### src/hdl/ppmd_pkg.sv
// Shared types and constants for the pulse period meter with decimal report.
package ppmd_pkg;

  // Measurement counter width and number of decimal digits in a report
  localparam int COUNT_WIDTH = 16;
  localparam int DIGITS      = 5;

  // Period value after saturation, and its ceiling
  localparam int          VALUE_W   = 16;
  localparam logic [15:0] VALUE_MAX = 16'hFFFF;

  // Divide by ten: q = (v * RECIP) >> RECIP_SHIFT is exact for 16-bit v
  localparam int          RECIP_W     = 17;
  localparam logic [16:0] RECIP       = 17'd52429;
  localparam int          RECIP_SHIFT = 19;

  // Report characters
  localparam logic [7:0] CHAR_ZERO = 8'h30;
  localparam logic [7:0] CHAR_CR   = 8'd13;
  localparam logic [7:0] CHAR_LF   = 8'd10;

  // Index widths for the digit store and the character counter
  localparam int DIG_W  = (DIGITS > 1) ? $clog2(DIGITS) : 1;
  localparam int CHAR_W = $clog2(DIGITS + 2);

  // Configuration registers
  localparam int          PRESCALE_W      = 11;
  localparam int          HOLDOFF_W       = 20;
  localparam int          PCNT_W          = 10;
  localparam logic [10:0] PRESCALE_MAX    = 11'd1024;
  localparam logic [10:0] PRESCALE_RESET  = 11'd256;
  localparam logic [19:0] HOLDOFF_RESET   = 20'd400000;
  localparam int          PADDR_W         = 3;
  localparam logic        REG_PRESCALE    = 1'b0;
  localparam logic        REG_HOLDOFF     = 1'b1;

  // Queue between front and back
  localparam int QDEPTH = 2;
  localparam int QPTR_W = 1;
  localparam int QCNT_W = 2;

  typedef struct packed {
    logic [PRESCALE_W-1:0] prescale_div;
    logic [HOLDOFF_W-1:0]  holdoff_ticks;
  } cfg_t;

  // Queue status towards front and back
  typedef struct packed {
    logic full;
    logic empty;
  } q_status_t;

endpackage

### src/hdl/ppmd_front.sv
// Front end: takes pin samples, runs the period measurement and queues results.
module ppmd_front (
  input  logic                        clk,
  input  logic                        rst,
  input  logic                        in_valid,
  output logic                        in_stall,
  input  logic                        pin_level,
  input  ppmd_pkg::cfg_t              cfg,
  input  ppmd_pkg::q_status_t         q_status,
  output logic                        push,
  output logic [ppmd_pkg::VALUE_W-1:0] push_value
);
  import ppmd_pkg::*;

  typedef enum logic [3:0] {
    PH_IDLE = 4'b0001,
    PH_HIGH = 4'b0010,
    PH_LOW  = 4'b0100,
    PH_HOLD = 4'b1000
  } phase_t;

  phase_t                 phase, phase_next;
  logic [PCNT_W-1:0]      prescale_count, prescale_count_next;
  logic [COUNT_WIDTH-1:0] period_count, period_count_next;
  logic [HOLDOFF_W-1:0]   holdoff_count, holdoff_count_next;

  logic                   accept;
  logic [PRESCALE_W-1:0]  div_eff;
  logic [PCNT_W:0]        pcnt_inc;
  logic [PCNT_W-1:0]      tick_pcnt;
  logic [COUNT_WIDTH-1:0] tick_period;
  logic [COUNT_WIDTH+7:0] scaled;

  assign in_stall = q_status.full;
  assign accept   = in_valid && !q_status.full;

  // Clamp the prescale divider into 1..1024
  always_comb begin
    priority if (cfg.prescale_div == '0) begin
      div_eff = PRESCALE_W'(1);
    end else if (cfg.prescale_div > PRESCALE_MAX) begin
      div_eff = PRESCALE_MAX;
    end else begin
      div_eff = cfg.prescale_div;
    end
  end

  // Advance prescaler, and the period counter on prescaler wrap
  always_comb begin
    pcnt_inc = {1'b0, prescale_count} + (PCNT_W+1)'(1);
    if (pcnt_inc >= div_eff) begin
      tick_pcnt   = '0;
      tick_period = period_count + COUNT_WIDTH'(1);
    end else begin
      tick_pcnt   = pcnt_inc[PCNT_W-1:0];
      tick_period = period_count;
    end
  end

  // Period in units of 256 us, saturated to 16 bits
  assign scaled = {period_count >> 2, 8'h00};
  always_comb begin
    if (scaled > (COUNT_WIDTH+8)'(VALUE_MAX)) begin
      push_value = VALUE_MAX;
    end else begin
      push_value = scaled[VALUE_W-1:0];
    end
  end

  assign push = accept && (phase == PH_LOW) && pin_level;

  // Measurement sequencer
  always_comb begin
    phase_next          = phase;
    prescale_count_next = prescale_count;
    period_count_next   = period_count;
    holdoff_count_next  = holdoff_count;
    if (accept) begin
      unique case (phase)
        PH_IDLE: begin
          if (pin_level) begin
            period_count_next   = '0;
            prescale_count_next = '0;
            phase_next          = PH_HIGH;
          end
        end
        PH_HIGH: begin
          prescale_count_next = tick_pcnt;
          period_count_next   = tick_period;
          if (!pin_level) begin
            phase_next = PH_LOW;
          end
        end
        PH_LOW: begin
          if (pin_level) begin
            holdoff_count_next = cfg.holdoff_ticks;
            phase_next = (cfg.holdoff_ticks == '0) ? PH_IDLE : PH_HOLD;
          end else begin
            prescale_count_next = tick_pcnt;
            period_count_next   = tick_period;
          end
        end
        PH_HOLD: begin
          if (holdoff_count != '0) begin
            holdoff_count_next = holdoff_count - HOLDOFF_W'(1);
          end
          if (holdoff_count <= HOLDOFF_W'(1)) begin
            phase_next = PH_IDLE;
          end
        end
        default: begin
          phase_next = PH_IDLE;
        end
      endcase
    end
  end

  always_ff @(posedge clk) begin
    if (rst) begin
      phase          <= PH_IDLE;
      prescale_count <= '0;
      period_count   <= '0;
      holdoff_count  <= '0;
    end else begin
      phase          <= phase_next;
      prescale_count <= prescale_count_next;
      period_count   <= period_count_next;
      holdoff_count  <= holdoff_count_next;
    end
  end

endmodule

### src/hdl/ppmd_queue.sv
// Two-entry queue carrying measured period values from front to back.
module ppmd_queue (
  input  logic                         clk,
  input  logic                         rst,
  input  logic                         push,
  input  logic [ppmd_pkg::VALUE_W-1:0] push_value,
  input  logic                         pop,
  output logic [ppmd_pkg::VALUE_W-1:0] head_value,
  output ppmd_pkg::q_status_t          status
);
  import ppmd_pkg::*;

  logic [VALUE_W-1:0] entries [QDEPTH];
  logic [QPTR_W-1:0]  wr_ptr;
  logic [QPTR_W-1:0]  rd_ptr;
  logic [QCNT_W-1:0]  count;
  logic               do_push;
  logic               do_pop;

  assign status.full  = (count == QCNT_W'(QDEPTH));
  assign status.empty = (count == '0);
  assign do_push      = push && !status.full;
  assign do_pop       = pop && !status.empty;
  assign head_value   = entries[rd_ptr];

  // Hold pointers and fill count
  always_ff @(posedge clk) begin
    if (rst) begin
      wr_ptr <= '0;
      rd_ptr <= '0;
      count  <= '0;
    end else begin
      if (do_push) begin
        wr_ptr <= wr_ptr + QPTR_W'(1);
      end
      if (do_pop) begin
        rd_ptr <= rd_ptr + QPTR_W'(1);
      end
      if (do_push && !do_pop) begin
        count <= count + QCNT_W'(1);
      end else if (do_pop && !do_push) begin
        count <= count - QCNT_W'(1);
      end
    end
  end

  // Store entry data
  always_ff @(posedge clk) begin
    if (do_push) begin
      entries[wr_ptr] <= push_value;
    end
  end

endmodule

### src/hdl/ppmd_back.sv
// Back end: converts a period value to decimal and sends the report line.
module ppmd_back (
  input  logic                         clk,
  input  logic                         rst,
  input  ppmd_pkg::q_status_t          q_status,
  input  logic [ppmd_pkg::VALUE_W-1:0] head_value,
  output logic                         pop,
  output logic                         out_valid,
  input  logic                         out_stall,
  output logic [7:0]                   ascii_char,
  output logic                         last_of_run
);
  import ppmd_pkg::*;

  typedef enum logic [2:0] {
    B_IDLE = 3'b001,
    B_CONV = 3'b010,
    B_SEND = 3'b100
  } bstate_t;

  bstate_t                    state;
  logic [VALUE_W-1:0]         value;
  logic [DIG_W-1:0]           dig_idx;
  logic [CHAR_W-1:0]          char_idx;
  logic [3:0]                 digits [DIGITS];

  logic [VALUE_W+RECIP_W-1:0] prod;
  logic [VALUE_W-1:0]         quot;
  logic [VALUE_W-1:0]         rem_full;
  logic                       out_slot;
  logic [7:0]                 char_next;
  logic                       last_next;

  assign pop = (state == B_IDLE) && !q_status.empty;

  // Divide by ten through the reciprocal and take the remainder
  assign prod     = (VALUE_W+RECIP_W)'(value) * (VALUE_W+RECIP_W)'(RECIP);
  assign quot     = VALUE_W'(prod >> RECIP_SHIFT);
  assign rem_full = value - ((quot << 3) + (quot << 1));

  // Output register frees up when empty or when its transfer completes
  assign out_slot = !out_valid || !out_stall;

  // Pick the next character of the line
  always_comb begin
    last_next = 1'b0;
    priority if (char_idx < CHAR_W'(DIGITS)) begin
      char_next = CHAR_ZERO + {4'h0, digits[char_idx[DIG_W-1:0]]};
    end else if (char_idx == CHAR_W'(DIGITS)) begin
      char_next = CHAR_CR;
    end else begin
      char_next = CHAR_LF;
      last_next = 1'b1;
    end
  end

  // Sequence conversion and sending
  always_ff @(posedge clk) begin
    if (rst) begin
      state     <= B_IDLE;
      out_valid <= 1'b0;
      dig_idx   <= '0;
      char_idx  <= '0;
    end else begin
      if (out_slot) begin
        out_valid <= (state == B_SEND);
      end
      unique case (state)
        B_IDLE: begin
          if (pop) begin
            dig_idx <= DIG_W'(DIGITS - 1);
            state   <= B_CONV;
          end
        end
        B_CONV: begin
          if (dig_idx == '0) begin
            char_idx <= '0;
            state    <= B_SEND;
          end else begin
            dig_idx <= dig_idx - DIG_W'(1);
          end
        end
        B_SEND: begin
          if (out_slot) begin
            char_idx <= char_idx + CHAR_W'(1);
            if (last_next) begin
              state <= B_IDLE;
            end
          end
        end
        default: begin
          state <= B_IDLE;
        end
      endcase
    end
  end

  // Hold value, digits and the output payload
  always_ff @(posedge clk) begin
    if (pop) begin
      value <= head_value;
    end else if (state == B_CONV) begin
      value           <= quot;
      digits[dig_idx] <= rem_full[3:0];
    end
    if (out_slot && (state == B_SEND)) begin
      ascii_char  <= char_next;
      last_of_run <= last_next;
    end
  end

endmodule

### src/hdl/pulse_period_meter_decimal.sv
// Top level of the pulse period meter with decimal ASCII report.
//
// Input channel: one pin sample (pin_level) per transfer, normally one per
// clock. A high level while armed starts a measurement; the counter advances
// once every prescale_div samples through the high and low phases, and the
// next high level stops it. Output channel: one character per transfer,
// five decimal digits of floor(count/4)*256, saturated at 65535, then CR,
// then LF with last_of_run set.
// Throughput: one input sample per cycle. The front end and the back end
// are parted by a two-entry queue; the input stalls only while that queue
// is full. The back end handles one report at a time (one to fetch, five
// divide-by-ten steps on one multiplier, seven characters), so reports
// arriving faster than it sends them fill the queue. The stopping sample's
// value is queued, fetched and converted, then the first character is
// registered for output; the rest follow one a cycle while out_stall is low.
// When out_stall is high the current character holds in the output register.
// Reset (rst, synchronous) clears the measurement, the queue and the output,
// and loads prescale_div = 256 and holdoff_ticks = 400000.
// Registers over APB: prescale_div at 0x0, holdoff_ticks at 0x4.
module pulse_period_meter_decimal (
  input  logic                          clk,
  input  logic                          rst,
  input  logic                          in_valid,
  output logic                          in_stall,
  input  logic                          pin_level,
  output logic                          out_valid,
  input  logic                          out_stall,
  output logic [7:0]                    ascii_char,
  output logic                          last_of_run,
  input  logic                          psel,
  input  logic                          penable,
  input  logic                          pwrite,
  input  logic [ppmd_pkg::PADDR_W-1:0]  paddr,
  input  logic [31:0]                   pwdata,
  output logic [31:0]                   prdata,
  output logic                          pready
);
  import ppmd_pkg::*;

  cfg_t               cfg;
  q_status_t          q_status;
  logic               push;
  logic [VALUE_W-1:0] push_value;
  logic               pop;
  logic [VALUE_W-1:0] head_value;
  logic               reg_sel;

  assign pready  = 1'b1;
  assign reg_sel = paddr[2];

  // Register writes
  always_ff @(posedge clk) begin
    if (rst) begin
      cfg.prescale_div  <= PRESCALE_RESET;
      cfg.holdoff_ticks <= HOLDOFF_RESET;
    end else if (psel && penable && pwrite && pready) begin
      unique case (reg_sel)
        REG_PRESCALE: cfg.prescale_div  <= pwdata[PRESCALE_W-1:0];
        REG_HOLDOFF:  cfg.holdoff_ticks <= pwdata[HOLDOFF_W-1:0];
        default:      cfg.prescale_div  <= cfg.prescale_div;
      endcase
    end
  end

  // Register reads
  always_comb begin
    unique case (reg_sel)
      REG_PRESCALE: prdata = 32'(cfg.prescale_div);
      REG_HOLDOFF:  prdata = 32'(cfg.holdoff_ticks);
      default:      prdata = '0;
    endcase
  end

  ppmd_front u_front (
    .clk        (clk),
    .rst        (rst),
    .in_valid   (in_valid),
    .in_stall   (in_stall),
    .pin_level  (pin_level),
    .cfg        (cfg),
    .q_status   (q_status),
    .push       (push),
    .push_value (push_value)
  );

  ppmd_queue u_queue (
    .clk        (clk),
    .rst        (rst),
    .push       (push),
    .push_value (push_value),
    .pop        (pop),
    .head_value (head_value),
    .status     (q_status)
  );

  ppmd_back u_back (
    .clk         (clk),
    .rst         (rst),
    .q_status    (q_status),
    .head_value  (head_value),
    .pop         (pop),
    .out_valid   (out_valid),
    .out_stall   (out_stall),
    .ascii_char  (ascii_char),
    .last_of_run (last_of_run)
  );

endmodule
### config.mk
export PLATFORM = sky130hd
export DESIGN_NAME = pulse_period_meter_decimal
export DESIGN_NICKNAME = d
export VERILOG_FILES = /design/src/hdl/ppmd_pkg.sv /design/src/hdl/ppmd_front.sv /design/src/hdl/ppmd_queue.sv /design/src/hdl/ppmd_back.sv /design/src/hdl/pulse_period_meter_decimal.sv
export SDC_FILE = /design/constraint.sdc
export NUM_CORES = 1
export LEC_CHECK = 0
export ABC_CLOCK_PERIOD_IN_PS = 8900
export BUFFER_PORTS_ARGS = -buffer_cell sky130_fd_sc_hd__clkbuf_2
export CAP_MARGIN = 20
export CORE_ASPECT_RATIO = 0.6
export CORE_MARGIN = 3
export CORE_UTILIZATION = 40
export DETAILED_ROUTE_END_ITERATION = 8
export PLACE_DENSITY = 0.58
export SETUP_SLACK_MARGIN = 0.5
export SLEW_MARGIN = 30
export SYNTH_ARGS = -nofsm -noshare
export SYNTH_HDL_FRONTEND = slang
export SYNTH_SLANG_ARGS = --single-unit
### constraint.sdc
create_clock -name clk -period 8.9 [get_ports clk]
set_clock_uncertainty 0.15 [all_clocks]
set_input_delay 1.78 -clock clk [delete_from_list [all_inputs] [get_ports clk]]
set_output_delay 1.78 -clock clk [all_outputs]
set_load 0.1 [all_outputs]
==> metrics.txt, run 1 <==
status complete, no violations; 1st-iter DRT viols between 700 and 800; CTS Buf Count 17; Core Area about 0.03 mm²; met2 wire len 10.4 mm; RSZ-0062 raised after global routing false; post-cts hold buffer count 0; met1 WL between 15 and 20 mm; Die W 232 µm; Critical Path RT approximately 8.9 ns; setup bufs post-CTS 0; total number of vias 9079; most frequent cell after synthesis inv_1; share of layout cells above drive strength 1 about a tenth; antenna cells 0; routed vias/inst between 5 and 6; Post-CTS Resized 0; Crit Path Max Fanout 6; Worst Tran Pin Value 0.882 ns; initial antenna violation count 0; Layout area overhead 10.0%; htree depth 4; final number of max-transition violations 0; CTS clock-pin slew for the worst setup and hold paths 0.06 ns; period utilization roughly four fifths; Max Used Layer met4; GRT Total Usage 18.6%; first-pass GRT wire length 47.8 mm; die extent in y around 140 µm; clk sink count between 150 and 200; CTS tree yes; flip-flop and latch area 0.00378 mm²; I/O Pins 87; Hold Vio Cnt, Final 0; multi-input logic area around 0.0076 mm²; Primary FF master, synth dfxtp_1; syn_area_per_cell roughly 9.4 µm²; setup TNS 0 ns; top-area cell type share of the netlist area between 15 and 20%; Post-Synthesis Cell Area 0.0122 mm²; min Tclk post-route 7.12 ns; Arr. time, crit path 7.15 ns; First-pass DRT Iterations 5; Final setup viols 0; main area contributors after synthesis dfxtp_1, ha_1, edfxtp_1, fa_1, inv_1; DRC 0; critical path class flip-flop to flip-flop; clock buffer depth 2; routability cong. approximately 0.99; die area about 0.033 mm²; Routed Antenna Nets 0; Port Buffers 57; vias in the first global route just under 9k; Rel. slew slack between 40% and 50%; Worst setup EP type flip-flop; Async SR Flop Fraction 0%; Critical Path Source Type flip-flop; Yosys cell types 64; Synth Instances 1300; Hold/Removal Path Class flip-flop to flip-flop; gr ovfl total 0; FF+latch count, synth between 150 and 200; post-DP HPWL approximately 23 mm; Yosys warnings 0; fillers roughly 2.8k; Seq/Total Area, Yosys 30.9%; max-cap viol count 0; Post-Route WL around 29 mm; met3 wire len 2.10 mm; CTS Root Cell clkbuf_16; clock latency on the worst-skew pair 0.44 ns; largest net degree at the start of global routing between 80 and 90; post-synth top area cell dfxtp_1; Fmax approximately 140 MHz; WL/cell ~17 µm; number of flops mapped to enable cells by yosys 60; NumNets Final between 1.5k and 2k; Initial Util about two fifths; row count 48; Synth top cells by count inv_1, ha_1, nand2_1, dfxtp_1, a21oi_1
## cells in the final DEF, fill, tap and decap left out, types with 21 or more instances in the layout
master	n
a21oi_1	85
inv_1	173
fa_1	80
nor2_1	64
nor3_1	21
nand2_1	150
edfxtp_1	60
dfxtp_1	99
nand3_1	21
xor2_1	29
ha_1	153
o21ai_0	47
clkbuf_2	57
## layout make-up
class | instances | area share, %
clock buffers | 19 | 3.22
clock inverters | 13 | 1.39
inverters | 173 | 4.83
multi-input cells | 921 | 56.2
flip-flops and latches | 159 | 28.1
well taps | 400 | 3.72
repair buffers | 64 | 2.54
## metal layers
layer / vias to the layer above / global-route usage (%)
met1: 4358 / 31.5
li1: 4497 / -
met2: 206 / 22.2
met4: 0 / 3.65
met5: - / 0
met3: 18 / 5.14
## state kept, by name (all words and copies together), names as in the netlist, named ones only
signal	cells
u_back.out_valid	1
u_front.prescale_count	10
u_back.dig_idx	3
u_back.char_idx	3
u_back.digits	20
u_front.phase	4
u_queue.rd_ptr	1
u_queue.wr_ptr	1
u_front.holdoff_count	20
u_back.ascii_char	5
u_back.value	16
u_queue.entries	18
cfg	31
u_front.period_count	16
u_queue.count	2
u_back.last_of_run	1
u_back.state	3
## final timing paths
kind              slack, ns  depth (start not counted)                       end                startpoint
hold reg to reg        0.32                          2  u_front.period_count[15]  u_front.period_count[15]
setup / recovery       1.78                         19          u_back.value[12]           u_back.value[3]
hold / removal         0.32                          2  u_front.period_count[15]  u_front.period_count[15]
setup reg to reg       1.78                         19          u_back.value[12]           u_back.value[3]
## per-stage QoR
stage          hold WS (ns)  instance area (µm²)  worst slack [ns]  util, %  std cells
5_1_grt               0.349                13500              1.46     45.7       1749
2_1_floorplan         0.293                12300              2.78        -       1313
4_1_cts               0.327                13400              1.94     45.7       1748
6_report              0.324                13500              1.78     45.7       1749
3_3_place_gp          0.309                12800              2.05     43.6       1716
3_5_place_dp          0.318                12800              1.99     43.6       1716
## worst max-delay path, cell delays in order (launching register included)
cell	delay [ns]
edfxtp_1	0.57
ha_1	0.56
inv_1	0.11
fa_1	0.54
inv_1	0.05
fa_1	0.51
fa_1	0.53
fa_1	0.55
inv_1	0.05
fa_1	0.54
inv_1	0.08
ha_1	0.23
a211oi_1	0.36
o21ai_0	0.18
a221oi_1	0.34
o21ai_0	0.30
a211o_1	0.45
a211oi_1	0.43
nor4b_1	0.28
nor3_1	0.08
## cells by family after synthesis
| kind of cell | count (synthesis) | share of synthesized area (%) |
|---|---|---|
| compound gates | 212 | 10.5 |
| simple gates | 381 | 15.3 |
| flops | 159 | 30.9 |
| fa+ha+maj | 233 | 28.7 |
| buf+inv | 233 | 7.72 |
| mux | 35 | 3.41 |
| xor+xnor | 45 | 3.34 |
| other cells | 2 | 0.0614 |
Power of run 1 is left out: the tool's default activity adds up to more than one toggle a clock period on the data nets, which glitch-free logic cannot reach.
==> run 2: changes to the inputs <==
ABC_AREA = 1   (was unset)
ABC_CLOCK_PERIOD_IN_PS = 6000   (was 8900)
PLACE_DENSITY = 0.6   (was 0.58)
clock period = 6 ns   (was 8.9 ns; I/O delays follow)
==> run 2 against run 1 <==
Against the previous run:
- worst hold slack got worse by 0.022 ns
- sequential cell count unchanged
- utilization is 3.1 points higher
- fmax up 26%
- wire length is 25% higher
- sequential share of layout area down 3.7 points
- critical endpoint is now u_back.digits[1][3]
==> metrics.txt, run 2 <==
Top Registers cfg x31, u_back.digits x20, u_front.holdoff_count x20; WL/cell about 17 µm; First-pass DRT Iterations 5; vias in the first global route around 11k; Layout area overhead 18.0%; final number of max-transition violations 0; largest stage delay on the critical path about 0.54 ns; initial antenna violation count 0; number of flops mapped to enable cells by yosys 60; gr ovfl total 0; Async SR Flop Fraction 0%; GRT Total Usage a little over a fifth; Most flops, register cfg; row count 50; largest net degree at the start of global routing 35; clk sink count ~160; slowest CP cell fa_1; Worst Tran Pin Value 0.995 ns; Seq/Total Area, Yosys between 20% and 30%; total number of vias roughly 11k; antenna cells 0; NumNets Final between 2k and 2.5k; Critical Path Sink u_back.digits[1][3]; status complete, no violations; Core Area around 0.032 mm²; share of layout cells above drive strength 1 between 15 and 20%; worst r2r src u_back.value[8]; Synth top cells by count nand2_1, inv_1, nor2_1, ha_1, o21ai_0; die area ~0.035 mm²; Reg2Reg Setup Slack between 0.3 and 0.4 ns; most frequent cells in the layout nand2_1, inv_1, nor2_1; main area contributors after synthesis dfxtp_1, ha_1, edfxtp_1, fa_1, nand2_1; FF+latch count, synth between 150 and 200; most frequent cell after synthesis nand2_1; Arr. time, crit path ~5.7 ns; htree depth 4; crit path launch u_back.value[8]; die extent in y about 150 µm; cells on worst reg2reg path 26; post-cts hold buffer count 0; critical path class flip-flop to flip-flop; post-DP HPWL between 20 and 30 mm; first-pass GRT wire length 58.4 mm; CTS Root Cell clkbuf_16; Rel. slew slack approximately 33%; routed vias/inst approximately 5; Port Buffers 57; CTS tree yes; DRC 0; Hold WS around 0.30 ns; CTS Buf Count 17; clock buffer depth 2; reg-to-reg endpoint u_back.digits[1][3]; Hold Vio Cnt, Final 0; 1st-iter DRT viols around 990; Final setup viols 0; top-area cell type share of the netlist area between 10% and 20%; CTS clock-pin slew for the worst setup and hold paths 0.07 ns; Critical Path RT around 6 ns; Crit Path Max Fanout 5; period utilization a little over nine tenths; min Tclk post-route between 5 and 6 ns; post-synth top area cell dfxtp_1; Post-Synthesis Cell Area ~0.013 mm²; Routed Antenna Nets 0; Post-Route WL between 30 and 40 mm; RSZ-0062 raised after global routing true; Crit path top cell by count nand2_1; Initial Util roughly two fifths; Critical Path Source Type flip-flop; most common cell after layout, fill and taps aside nand2_1; max-cap viol count 0; Synth Instances about 1.7k; Hold/Removal Path Class flip-flop to flip-flop; Worst setup EP type flip-flop; Yosys cell types between 50 and 60; clock latency on the worst-skew pair around 0.43 ns; routability cong. 0.923; Yosys warnings 0; max reg flops 31; Die W about 240 µm; syn_area_per_cell just under 8 µm²; fillers 3043; Primary FF master, synth dfxtp_1; Fmax between 150 and 200 MHz; I/O Pins just under 90
run 2: cell type report:
cell class / instances / area [µm²] / area share [%]
flip-flops and latches: 159 / 3780 / 24.4
well taps: 416 / 520 / 3.35
inverters: 296 / 1120 / 7.20
clock buffers: 24 / 492 / 3.17
clock inverters: 8 / 103 / 0.661
multi-input cells: 1192 / 8580 / 55.3
repair buffers: 134 / 920 / 5.93
run 2: cell families after synthesis:
group / synth area share [%]
XOR/XNOR: 2.20
flip-flops: 28.8
AND/OR/NAND/NOR: 21.4
adder cells (fa/ha/maj): 26.7
AO/OA/AOI/OAI: 10.3
other: 0.0571
buffers and inverters: 10.6
run 2: repair_timing:
item / CTS / global route
buffers inserted: 32 / 12
endpoints found under the setup margin: 24 / 27
resized for setup: 62 / 75
pin swaps: 43 / 48
run 2: how the worst min path moves through the flow:
stage | startpoint | end | depth (start not counted)
finish | u_queue.rd_ptr | u_queue.rd_ptr | 1
global route | u_queue.rd_ptr | flip-flop | 1
CTS | u_queue.rd_ptr | flip-flop | 1
detailed placement | u_queue.rd_ptr | flip-flop | 1
global placement | u_queue.rd_ptr | flip-flop | 1
floorplan | u_queue.rd_ptr | flip-flop | 1
run 2: layer usage:
metal	vias up	GRT usage, %	routed length [µm]
li1	5638	-	-
met1	5404	35.8	19900
met2	376	26.2	13500
met3	23	5.53	3240
met4	0	3.51	221
met5	-	0	0
run 2: metrics by stage:
stage | TNS [ns] | cell area [µm²] | worst slack, ns | utilization, % | std cells
after detailed placement | -0.0402 | 14000 | -0.00741 | 44.1 | 2153
after floorplan | 0 | 13200 | 0.503 | - | 1695
final | 0 | 15500 | 0.365 | 48.8 | 2229
after CTS | 0 | 15100 | 0.370 | 47.6 | 2217
after global routing | 0 | 15500 | 0.162 | 48.8 | 2229
after global placement | 0 | 14000 | 0.0725 | 44.1 | 2153
run 2: worst max-delay path: cells and delay by family (launching register included):
family | cells | cell delay [ns]
xor gates and xnor gates | 1 | 0.17
AOI/OAI and AO/OA | 1 | 0.21
DFF | 1 | 0.53
and+or+nand+nor | 9 | 0.89
adders and majority gates | 8 | 2.89
buffers and inverters | 7 | 0.54
Power of run 2 is left out for the same reason.
==> run 3: changes to the inputs <==
==> constraint.sdc (replaced) <==
create_clock -name clk -period 6 [get_ports clk]
set_clock_uncertainty 0.15 [all_clocks]
set_input_delay 0.3 -clock clk [delete_from_list [all_inputs] [get_ports clk]]
set_output_delay 0.3 -clock clk [all_outputs]
set_load 0.1 [all_outputs]
==> run 3 against run 2 <==
Against the previous run:
- count of clock-buffer cells in the layout decreased by 6
- highest routed layer unchanged
- critical path type unchanged
- wire length up 0.20%
- sequential cell count did not move
- critical endpoint is now u_back.digits[0][2]
==> metrics.txt, run 3 (same netlist as run 2, synthesis figures left out) <==
Die W roughly 240 µm; die extent in y roughly 150 µm; WL/cell 16.4 µm; max-cap viol count 0; Fmax 176 MHz; share of layout cells above drive strength 1 between 15 and 20%; Hold Vio Cnt, Final 0; max reg flops 31; fillers 3056; routed vias/inst ~5.1; cells on worst reg2reg path 25; Initial Util approximately two fifths; CTS tree yes; Port Buffers 57; Hold/Removal Path Class input port to flip-flop; Top Registers cfg x31, u_back.digits x20, u_front.holdoff_count x20; htree depth 4; Layout area overhead 18.9%; final number of max-transition violations 0; Top Usage Layer GRT met1; vias in the first global route roughly 11k; CTS Root Cell clkbuf_16; CTS clock-pin slew for the worst setup and hold paths around 0.070 ns; most common cell after layout, fill and taps aside nand2_1; antenna cells 0; Core Area between 0.03 and 0.04 mm²; Routed Antenna Nets 0; 1st-iter DRT viols roughly 1000; routability cong. between 0.9 and 1; First-pass DRT Iterations 6; Final setup viols 0; Hold Path Cell Cnt 3; Worst setup EP type flip-flop; critical path class flip-flop to flip-flop; gr ovfl total 0; Reg2Reg Setup Slack 0.32 ns; Critical Path Source Type flip-flop; NumNets Final about 2.1k; status complete, no violations; GR Layer Usage met3 roughly 7.1%; post-DP HPWL between 20 and 30 mm; GRT met1 Usage about a third; die area 0.0351 mm²; GRT Total Usage a little over a fifth; met2 Usage GRT between 20% and 30%; Worst Tran Pin Value around 1.0 ns; initial antenna violation count 0; clk sink count around 160; total number of vias approximately 11k; multi-input logic area ~0.0086 mm²; Arr. time, crit path 5.74 ns; first-pass GRT wire length around 59 mm; Critical Path RT approximately 6 ns; CTS Buf Count 17; Crit Path Max Fanout 5; period utilization a little over nine tenths; Most flops, register cfg; clock latency on the worst-skew pair 0.45 ns; Rel. slew slack 32.7%; most frequent cells in the layout nand2_1, inv_1, nor2_1; setup TNS 0 ns; Post-Route WL about 37 mm; min Tclk post-route around 5.7 ns; I/O Pins 87; largest net degree at the start of global routing 34; row count 50; clock buffer depth 2; flip-flop and latch area about 0.0038 mm²; RSZ-0062 raised after global routing true; DRC 0
-- run 3: cell type report --
class,instances,area share [%]
tap,416,3.33
sequential,159,24.2
clock inverter,14,0.777
inverter,296,7.13
multi-input combinational,1192,54.9
clock buffer,18,2.88
timing repair buffer,149,6.76
-- run 3: repair_timing --
action / 4_1_cts / 5_1_grt
endpoints found under the setup margin: 21 / 26
setup buffers: 36 / 12
cloned: 0 / 0
hold buffers: 18 / 0
pin swaps: 44 / 43
gates resized for setup: 56 / 70
endpoints found under the hold margin: 20 / 0
-- run 3: stage by stage --
step | hold slack [ns] | utilization (%) | setup slack, ns | cell area [µm²] | instances
after global routing | 0.0386 | 49.2 | 0.0972 | 15600 | 2244
after detailed placement | 0.291 | 44.0 | 0.0756 | 14000 | 2146
after floorplan | 0.276 | - | 0.503 | 13200 | 1695
final | 0.0311 | 49.2 | 0.316 | 15600 | 2244
after global placement | 0.288 | 44.0 | 0.104 | 14000 | 2146
after CTS | 0.00274 | 48.0 | 0.378 | 15300 | 2232
-- run 3: critical path: stages (launching register included) --
cell      delay (ns)
edfxtp_1        0.41
buf_4           0.16
buf_6           0.13
ha_4            0.30
xor2_2          0.14
ha_1            0.26
fa_1            0.50
fa_1            0.53
fa_1            0.59
inv_2           0.05
fa_1            0.52
inv_2           0.05
ha_4            0.28
buf_4           0.11
nand2_2         0.05
inv_2           0.07
nand3_4         0.10
nor3_4          0.17
nand2_2         0.10
nand2_2         0.11
nand2_4         0.07
nand2_2         0.08
inv_1           0.05
ha_2            0.18
xnor2_2         0.13
buf_6           0.14
-- run 3: metal layers --
| layer | part of all wire, % | vias to the layer above |
|---|---|---|
| li1 | - | 5671 |
| met1 | 53 | 5355 |
| met2 | 36 | 407 |
| met3 | 10 | 40 |
| met4 | 1.3 | 0 |
| met5 | 0 | - |
-- run 3: final timing paths --
| path | to | startpoint |
|---|---|---|
| hold reg to reg | u_queue.rd_ptr | u_queue.rd_ptr |
| hold / removal | cfg[3] | pwdata[3] |
| setup reg to reg | u_back.digits[0][2] | u_back.value[1] |
| setup / recovery | u_back.digits[0][2] | u_back.value[1] |
Power of run 3 is left out for the same reason.
